<file path="config.mk">
export PLATFORM = sky130hd
export DESIGN_NAME = key_set_table
export DESIGN_NICKNAME = d
export VERILOG_FILES = /design/src/kst_pkg.sv /design/src/kst_ram.sv /design/src/key_set_table.sv
export SDC_FILE = /design/constraint.sdc
export NUM_CORES = 1
export LEC_CHECK = 0
export ABC_CLOCK_PERIOD_IN_PS = 8200
export BUFFER_PORTS_ARGS = -buffer_cell sky130_fd_sc_hd__buf_2
export CAP_MARGIN = 40
export CORE_UTILIZATION = 25
export CTS_CLUSTER_DIAMETER = 80
export DETAILED_ROUTE_END_ITERATION = 16
export GPL_TIMING_DRIVEN = 0
export MAX_ROUTING_LAYER = met4
export PLACE_DENSITY_LB_ADDON = 0.05
export REMOVE_ABC_BUFFERS = 1
export SLEW_MARGIN = 30
export SYNTH_ARGS = -nofsm -noshare
export SYNTH_HDL_FRONTEND = slang
export SYNTH_SLANG_ARGS = --single-unit
</file>
<file path="constraint.sdc">
create_clock -name aclk -period 8.2 [get_ports aclk]
set_clock_uncertainty 0.05 [all_clocks]
set_input_delay 1.23 -clock aclk [delete_from_list [all_inputs] [get_ports aclk]]
set_output_delay 1.23 -clock aclk [all_outputs]
set_load 0.05 [all_outputs]
</file>
<file path="src/kst_pkg.sv">
`default_nettype none

package kst_pkg;

    localparam int ENTRIES_DEF  = 16;
    localparam int KEY_BITS_DEF = 32;

    localparam int REQ_W    = 2;
    localparam int KEY_W    = 32;
    localparam int STATUS_W = 2;
    localparam int COUNT_W  = 5;

    // request codes; the unused code falls through to a query
    localparam logic [REQ_W-1:0] REQ_INSERT = 2'd0;
    localparam logic [REQ_W-1:0] REQ_REMOVE = 2'd1;
    localparam logic [REQ_W-1:0] REQ_QUERY  = 2'd2;

    // result status codes
    localparam logic [STATUS_W-1:0] ST_DONE      = 2'd0;
    localparam logic [STATUS_W-1:0] ST_PRESENT   = 2'd1;
    localparam logic [STATUS_W-1:0] ST_NOT_FOUND = 2'd2;
    localparam logic [STATUS_W-1:0] ST_FULL      = 2'd3;

endpackage

`default_nettype wire

</file>
<file path="src/kst_ram.sv">
`default_nettype none

module kst_ram #(
    parameter int DEPTH = 16,
    parameter int WIDTH = 32,
    parameter int ADDR_W = (DEPTH > 1) ? $clog2(DEPTH) : 1
) (
    input  wire logic              aclk,
    input  wire logic              we,
    input  wire logic [ADDR_W-1:0] waddr,
    input  wire logic [WIDTH-1:0]  wdata,
    input  wire logic [ADDR_W-1:0] raddr,
    output logic      [WIDTH-1:0]  rdata
);

    logic [WIDTH-1:0] mem [DEPTH];

    always_ff @(posedge aclk) begin
        if (we) begin
            mem[waddr] <= wdata;
        end
        rdata <= mem[raddr];
    end

endmodule

`default_nettype wire

</file>
<file path="src/key_set_table.sv">
`default_nettype none

// Channel   Direction  Handshake          Word
// s_        in         s_valid / s_ready  s_req_type, s_key
// m_        out        m_valid / m_ready  m_status, m_is_member, m_count
//
// Each request scans every slot, one per cycle through the memory read port,
// then passes S_LAST, which folds in the last slot read, S_WRITE, which writes
// back, and S_OUT, which loads the result into the m_ registers.
// After reset a clearing pass wipes every slot of the valid store;
// s_ready stays low meanwhile. A result waiting on m_ready holds the next
// request at its final step; a new request is taken while a result waits.
module key_set_table
    import kst_pkg::*;
#(
    parameter int ENTRIES  = ENTRIES_DEF,
    parameter int KEY_BITS = KEY_BITS_DEF
) (
    input  wire logic                aclk,
    input  wire logic                aresetn,

    input  wire logic                s_valid,
    output logic                     s_ready,
    input  wire logic [REQ_W-1:0]    s_req_type,
    input  wire logic [KEY_W-1:0]    s_key,

    output logic                     m_valid,
    input  wire logic                m_ready,
    output logic      [STATUS_W-1:0] m_status,
    output logic                     m_is_member,
    output logic      [COUNT_W-1:0]  m_count
);

    localparam int IDX_W = (ENTRIES > 1) ? $clog2(ENTRIES) : 1;
    localparam int CNT_W = $clog2(ENTRIES + 1);
    localparam logic [IDX_W-1:0] LAST_IDX = IDX_W'(ENTRIES - 1);

    typedef enum logic [2:0] {
        S_CLEAR,
        S_IDLE,
        S_SCAN,
        S_LAST,
        S_WRITE,
        S_OUT
    } state_t;

    state_t              state_reg;
    logic [IDX_W-1:0]    scan_cnt_reg;
    logic                rd_vld_reg;
    logic [IDX_W-1:0]    rd_idx_reg;
    logic [REQ_W-1:0]    req_reg;
    logic [KEY_BITS-1:0] key_reg;
    logic                hit_reg;
    logic [IDX_W-1:0]    hit_idx_reg;
    logic                free_reg;
    logic [IDX_W-1:0]    free_idx_reg;
    logic [CNT_W-1:0]    held_count_reg;
    logic [STATUS_W-1:0] res_status_reg;
    logic                m_valid_reg;
    logic [STATUS_W-1:0] m_status_reg;
    logic                m_is_member_reg;
    logic [COUNT_W-1:0]  m_count_reg;

    logic [KEY_BITS-1:0] key_rd;
    logic [0:0]          valid_rd;

    logic                key_we;
    logic                valid_we;
    logic [IDX_W-1:0]    valid_waddr;
    logic [0:0]          valid_wdata;
    logic [STATUS_W-1:0] status_next;
    logic [CNT_W-1:0]    held_count_next;

    // decide the request outcome from the finished scan; drive the clearing writes in S_CLEAR
    always_comb begin
        key_we          = 1'b0;
        valid_we        = 1'b0;
        valid_waddr     = free_idx_reg;
        valid_wdata     = 1'b1;
        status_next     = ST_NOT_FOUND;
        held_count_next = held_count_reg;
        case (req_reg)
            REQ_INSERT: begin
                if (hit_reg) begin
                    status_next = ST_PRESENT;
                end else if (free_reg) begin
                    status_next     = ST_DONE;
                    key_we          = (state_reg == S_WRITE);
                    valid_we        = (state_reg == S_WRITE);
                    held_count_next = held_count_reg + CNT_W'(1);
                end else begin
                    status_next = ST_FULL;
                end
            end
            REQ_REMOVE: begin
                if (hit_reg) begin
                    status_next = ST_DONE;
                    valid_we    = (state_reg == S_WRITE);
                    valid_waddr = hit_idx_reg;
                    valid_wdata = 1'b0;
                    if (held_count_reg != '0) begin
                        held_count_next = held_count_reg - CNT_W'(1);
                    end
                end
            end
            default: begin
                status_next = hit_reg ? ST_DONE : ST_NOT_FOUND;
            end
        endcase
        if (state_reg == S_CLEAR) begin
            valid_we    = 1'b1;
            valid_waddr = scan_cnt_reg;
            valid_wdata = 1'b0;
        end
    end

    kst_ram #(
        .DEPTH (ENTRIES),
        .WIDTH (KEY_BITS)
    ) u_key_ram (
        .aclk  (aclk),
        .we    (key_we),
        .waddr (free_idx_reg),
        .wdata (key_reg),
        .raddr (scan_cnt_reg),
        .rdata (key_rd)
    );

    kst_ram #(
        .DEPTH (ENTRIES),
        .WIDTH (1)
    ) u_valid_ram (
        .aclk  (aclk),
        .we    (valid_we),
        .waddr (valid_waddr),
        .wdata (valid_wdata),
        .raddr (scan_cnt_reg),
        .rdata (valid_rd)
    );

    always_ff @(posedge aclk) begin
        if (!aresetn) begin
            state_reg      <= S_CLEAR;
            scan_cnt_reg   <= '0;
            rd_vld_reg     <= 1'b0;
            hit_reg        <= 1'b0;
            free_reg       <= 1'b0;
            held_count_reg <= '0;
            m_valid_reg    <= 1'b0;
        end else begin
            // drop the word once taken; S_OUT reloads it on its own
            if (m_valid_reg && m_ready && state_reg != S_OUT) begin
                m_valid_reg <= 1'b0;
            end

            // fold in the slot read issued in the previous cycle; keep the first free slot
            if (rd_vld_reg) begin
                if (valid_rd[0] && key_rd == key_reg) begin
                    hit_reg     <= 1'b1;
                    hit_idx_reg <= rd_idx_reg;
                end
                if (!valid_rd[0] && !free_reg) begin
                    free_reg     <= 1'b1;
                    free_idx_reg <= rd_idx_reg;
                end
            end

            case (state_reg)
                S_CLEAR: begin
                    if (scan_cnt_reg == LAST_IDX) begin
                        scan_cnt_reg <= '0;
                        state_reg    <= S_IDLE;
                    end else begin
                        scan_cnt_reg <= scan_cnt_reg + IDX_W'(1);
                    end
                end
                S_IDLE: begin
                    if (s_valid) begin
                        req_reg      <= s_req_type;
                        key_reg      <= KEY_BITS'(s_key);
                        hit_reg      <= 1'b0;
                        free_reg     <= 1'b0;
                        scan_cnt_reg <= '0;
                        state_reg    <= S_SCAN;
                    end
                end
                S_SCAN: begin
                    rd_vld_reg   <= 1'b1;
                    rd_idx_reg   <= scan_cnt_reg;
                    if (scan_cnt_reg == LAST_IDX) begin
                        scan_cnt_reg <= '0;
                        state_reg    <= S_LAST;
                    end else begin
                        scan_cnt_reg <= scan_cnt_reg + IDX_W'(1);
                    end
                end
                S_LAST: begin
                    rd_vld_reg <= 1'b0;
                    state_reg  <= S_WRITE;
                end
                S_WRITE: begin
                    res_status_reg <= status_next;
                    held_count_reg <= held_count_next;
                    state_reg      <= S_OUT;
                end
                S_OUT: begin
                    // hold until the output register is free
                    if (!m_valid_reg || m_ready) begin
                        m_valid_reg     <= 1'b1;
                        m_status_reg    <= res_status_reg;
                        m_is_member_reg <= hit_reg;
                        m_count_reg     <= COUNT_W'(held_count_reg);
                        state_reg       <= S_IDLE;
                    end
                end
                default: begin
                    state_reg <= S_IDLE;
                end
            endcase
        end
    end

    assign s_ready     = (state_reg == S_IDLE);
    assign m_valid     = m_valid_reg;
    assign m_status    = m_status_reg;
    assign m_is_member = m_is_member_reg;
    assign m_count     = m_count_reg;

endmodule

`default_nettype wire
</file>
Yosys cells after proc, flatten, opt, wreduce, memory -nomap -nowiden:

Memories as Yosys holds them, arrays and structs flattened. A register that Yosys moved wholly into a read port is not among the register bits.
Cells that the tools add are included.

* $add $sub $neg: 3
* eq/ne operators: 17
* multiplexer cells: 45
* reductions and logical operators: 24

Operators by type and width (number)
* $eq 32x32->1: 1
* $mux 1: 23
* $mux 4: 5
* $mux 5: 4
* $pmux 3 s6: 1
* $ne 2x2->1 const B: 7
* $mux 3: 4
* $reduce_and 3->1: 4
* $pmux 5 s2: 1
* $mux 2: 4
* $pmux 4 s2: 1
* $eq 3x2->1 const B: 2
* $eq 3x3->1 const B: 2
* $reduce_and 2->1: 3
* $reduce_and 6->1: 1
* $reduce_bool 2->1: 3
* $add 5x1->5 const B: 1
* $reduce_bool 5->1: 1
* $sub 5x1->5 const B: 1
* $add 4x1->4 const B: 1
* $eq 4x4->1 const B: 1
* $logic_and 1x1->1: 4
* $pmux 1 s2: 2
* $reduce_and 4->1: 1
* 9 further kinds: 11

* register bits: 72
* RAM bits: 528
* input bits: 38
* output and inout bits: 10
* logic and storage cells: 107
* memories kept: 2

Memories
* u_key_ram.mem: depth 16, bits a word 32, rd ports 1, clocked after Yosys merged registers in 1, write ports 1, RTL line kst_ram.sv:16 `logic [WIDTH-1:0] mem [DEPTH];`
* u_valid_ram.mem: depth 16, bits a word 1, rd ports 1, clocked after Yosys merged registers in 1, write ports 1, RTL line kst_ram.sv:16

Depth between registers and ports, before layout:

* word-level depth: 7
* gate-level depth with buffers: 8
* depth with buffers taken out: 8

Modules after synthesis:

Synthesis repeated with hierarchy kept, for this count alone.

* cells, all modules: 1114
* area, all modules: 23641.4 sq um

By module, submodules not included
* kst_ram (u_key_ram): times used 1, cells an instance 838, area each 19835.3 sq um, seq. area each 16015.4 sq um
* key_set_table: times used 1, cells an instance 229, area each 3060.4 sq um, seq. area each 2001.9 sq um
* kst_ram (u_valid_ram): times used 1, cells an instance 47, area each 745.7 sq um, seq. area each 500.5 sq um

Least setup slack after synthesis:

No wires, ideal clock.

* kind: register -> register
* start point: register state_reg[2]
* end point: memory u_key_ram.mem[0][0] (enable)
* data arrival time: 3763 ps
* required time: 7689 ps
* path slack: 3926 ps
* stages on the path, launching flop included: 5
* cells stage by stage: dfxtp_1 -> or3b_1 -> nor3_1 -> or3b_2 -> nor3_1

* cells in the longest elaborated chain, start to end: 6

Ends and longest elaborated chain
* from (decl): RTL line key_set_table.sv:47 `state_t state_reg;`
* from (signal assigned): RTL line key_set_table.sv:143 `state_reg <= S_CLEAR;`
* from (signal assigned): RTL line key_set_table.sv:172 `state_reg <= S_IDLE;`
* from (signal assigned): RTL line key_set_table.sv:184 `state_reg <= S_SCAN;`
* $eq 3x3->1: RTL line key_set_table.sv:88 `key_we = (state_reg == S_WRITE);`
* $mux 1: RTL line key_set_table.sv:86 `end else if (free_reg) begin`
* $mux 1: RTL line key_set_table.sv:84 `if (hit_reg) begin`
* $mux 1: RTL line key_set_table.sv:82 `case (req_reg)`
* $mux 1: RTL line kst_ram.sv:19 `if (we) begin`
* $mux 1 (not written as such): RTL line kst_ram.sv:20 `mem[waddr] <= wdata;`
* to (decl): RTL line kst_ram.sv:16

No other way between the ends.

Worst setup path after layout:

* start point: register state_reg[2]
* end point: memory u_key_ram.mem[3][24] (enable)

The elaborated chain is that of the path after synthesis.

==> flow_metrics.env <==
export IMPL_status="finished, final reports clean"
export IMPL_h_tree_depth=3
export IMPL_cp_end_kind="flip-flop"
export IMPL_final_util=0.315
export IMPL_yosys_warnings=0
export IMPL_ys_seq_area_frac=0.782
export IMPL_crit_required_ns=8.48
export IMPL_place_gp_congestion=0.642
export IMPL_grt_max_degree=35
export IMPL_report_final_slew_viol_count=0
export IMPL_drv_cap=0
export IMPL_leakage_nw=9.23
export IMPL_grt_pass1_wl_mm=90.5
export IMPL_cp_start_kind="flip-flop"
export IMPL_portBuffers=47
export IMPL_postCtsSetupBuffers=0
export IMPL_timing_hold_worst_class="reg -> reg"
export IMPL_grtUsageTotal=0.140
export IMPL_cts_resized=0
export IMPL_fp_dieW_um=310
export IMPL_cp_arrival_ns=4.04
export IMPL_synth_main_ff_cell="edfxtp_1"
export IMPL_rows=112
export IMPL_synthToLayoutAreaGrowth_pct=24.4
export IMPL_vias=10885
export IMPL_postSynthCellCount=1048
export IMPL_clk_latency_ns=0.63
export IMPL_drtIter0Drc=640
export IMPL_power_density_nw_per_um2=241
export IMPL_cts_sinks=633
export IMPL_synthTopCellsByArea="edfxtp_1, mux4_2, dfxtp_1, xnor2_1, nor2_1"
export IMPL_seq_area_um2=18500
export IMPL_core_um2=93600
export IMPL_ir_worst_vdd_mv=0.134
export IMPL_drive_gt1_frac=0.334
export IMPL_wire_per_inst_um=25.0
export IMPL_fmax_ghz=0.266
export IMPL_cts_hold_buf=0
export IMPL_antenna_found_initial=0
export IMPL_path_clk_slew_ns=0.06
export IMPL_hold_viol=0
export IMPL_synth_seq_cells=633
export IMPL_drc_errors=0
export IMPL_tightest_slew_ns=0.692
export IMPL_yosys_area_top_type="edfxtp_1"
export IMPL_largest_register_ffs=512
export IMPL_nets=1258
export IMPL_drt_total_wl_mm=63.3
export IMPL_antenna_left=0
export IMPL_initial_core_util=0.253
export IMPL_cp_top_family="simple AND/OR/NAND/NOR gates"
export IMPL_dr_pass1_iters=4
export IMPL_async_flop_share=0
export IMPL_cts_tree="done"
export IMPL_numCtsBuffers=77
export IMPL_rsz0062_at_grt="false"
export IMPL_synth_cell_type_count=44
export IMPL_synth_top_area_share=0.741
export IMPL_worstPathMaxFanout=13
export IMPL_dp_hpwl_mm=40.1
export IMPL_synth_avg_cell_area_um2=22.6
export IMPL_slew_headroom=0.536
export IMPL_synth_edf_count=584
export IMPL_synth_area_um2=23700
export IMPL_setup_viol=0
export IMPL_die_h_um=310
export IMPL_n_antenna_cell=0
export IMPL_crit_type="reg -> reg"
export IMPL_drt_vias_per_instance=4.30
export IMPL_die_area_um2=96000
export IMPL_stdcell_count=2534
export IMPL_ctsRootBufferMaster="clkbuf_16"
export IMPL_clk_path_buf_depth=3
export IMPL_cp_slowest_cell="nor3_2"
export IMPL_num_fill_cells=9054
export IMPL_slowest_delay_ns=0.65
export IMPL_first_global_vias=11688
export IMPL_dp_cells=2390
export IMPL_path_cells="or3b_1, nor3_1, nand3_1, nor3_2, buf_6, buf_6, buf_4, buf_4"
export IMPL_period_needed_ns=3.76
export IMPL_tns_ns=0
export IMPL_fin_crit_sh=0.459
export IMPL_path_buf_inv=4
export IMPL_multiInputGateArea_um2=5090
export IMPL_grt_overflow=0
export IMPL_ios=48
[worst register-to-register path: cells and delay by family, from the launching register on]
family                 cells  cell delay, ns
buffers and inverters      4            0.76
DFF                        1            0.60
and+or+nand+nor            4            2.10
[area by class of cell]
| class | instances | area share |
|---|---|---|
| Clock buffer | 108 | 0.0750 |
| Clock inverter | 36 | 0.00735 |
| Inverter | 9 | 0.00132 |
| Multi-Input combinational cell | 363 | 0.173 |
| Sequential cell | 633 | 0.629 |
| Tap cell | 1254 | 0.0533 |
| Timing Repair Buffer | 131 | 0.0611 |
[power by group]
part | leakage (nW) | internal (mW) | switching, mW
combinational | 2.38 | 0.165 | 0.125
sequential | 5.66 | 3.50 | 0.0256
clock | 1.19 | 1.91 | 1.36
[synth_stat cells (2+ instances only)]
master / instances
o21ai_0: 8
xnor2_1: 18
xor2_1: 16
clkbuf_1: 30
dfxtp_1: 49
ha_1: 4
and2_1: 2
a31oi_1: 6
nand4_1: 4
a21oi_1: 10
nor2_1: 41
or3b_1: 2
nand2b_1: 5
nor4_1: 6
inv_1: 8
a21o_1: 2
nand3_1: 4
mux2i_1: 8
or3_1: 2
nor2b_1: 7
buf_2: 5
nor3b_1: 2
mux4_2: 165
buf_1: 7
edfxtp_1: 584
and3_1: 2
or4_1: 2
nand2_1: 20
nor3_1: 12
nand3b_1: 3
[final timing paths]
check                                             to  slack (ns)              start  depth (start not counted)
worst min-delay path                     m_status[1]        0.37  res_status_reg[1]                          0
worst max register to register  u_key_ram.mem[3][24]        4.44       state_reg[2]                          8
worst max-delay path            u_key_ram.mem[3][24]        4.44       state_reg[2]                          8
worst min register to register           m_status[1]        0.37  res_status_reg[1]                          0
[cell families after synthesis]
family / count (synthesis) / share of synthesized area
flip-flops: 633 / 0.782
multiplexers: 173 / 0.160
AND/OR/NAND/NOR: 116 / 0.0241
buffers and inverters: 52 / 0.00882
AO/OA/AOI/OAI: 35 / 0.00919
XOR/XNOR: 34 / 0.0126
adder cells (fa/ha/maj): 5 / 0.00296
[metrics by stage]
step | setup slack [ns] | cell area [µm²] | power (mW) | hold WS, ns
after floorplan | 1.33 | 23500 | 3.83 | 0.350
after detailed placement | 4.35 | 27000 | 3.90 | 0.355
after CTS | 4.33 | 29500 | 7.21 | 0.368
after global routing | 4.19 | 29500 | 7.35 | 0.379
after global placement | -2.66 | 25300 | 3.97 | 0.354
final | 4.44 | 29500 | 7.09 | 0.371
[per-layer routing]
| metal | global-route usage | part of all wire | routed length [µm] |
|---|---|---|---|
| met5 | - | 0 | 0 |
| met1 | 0.190 | 0.47 | 30000 |
| met2 | 0.216 | 0.47 | 29700 |
| met4 | 0.0404 | 0.023 | 1450 |
| met3 | 0.0225 | 0.034 | 2190 |
[cells in the final DEF (no fill, tap or decap), types with 3 or more instances in the layout]
cell         n
clkinv_1    19
nor3_1       7
nand3_1      4
nor2_1      28
buf_12       6
buf_6       10
inv_1        8
a31oi_1      6
nand2_1     20
mux2i_1      8
dfxtp_4      3
xnor2_1     18
edfxtp_1   584
buf_4       22
o21ai_0      8
dfxtp_1     46
buf_16      39
nor2b_1      7
nor3_2       5
ha_1         4
clkbuf_1    20
xor2_1      16
clkbuf_16   82
nor2_4      13
buf_8        6
mux4_2     165
nand3b_1     3
clkinv_2    11
a21oi_1      9
nand4_1      4
clkbuf_8     6
nand2b_1     5
buf_2       47
nor4_1       5
Power figures use the tool's default switching activity.
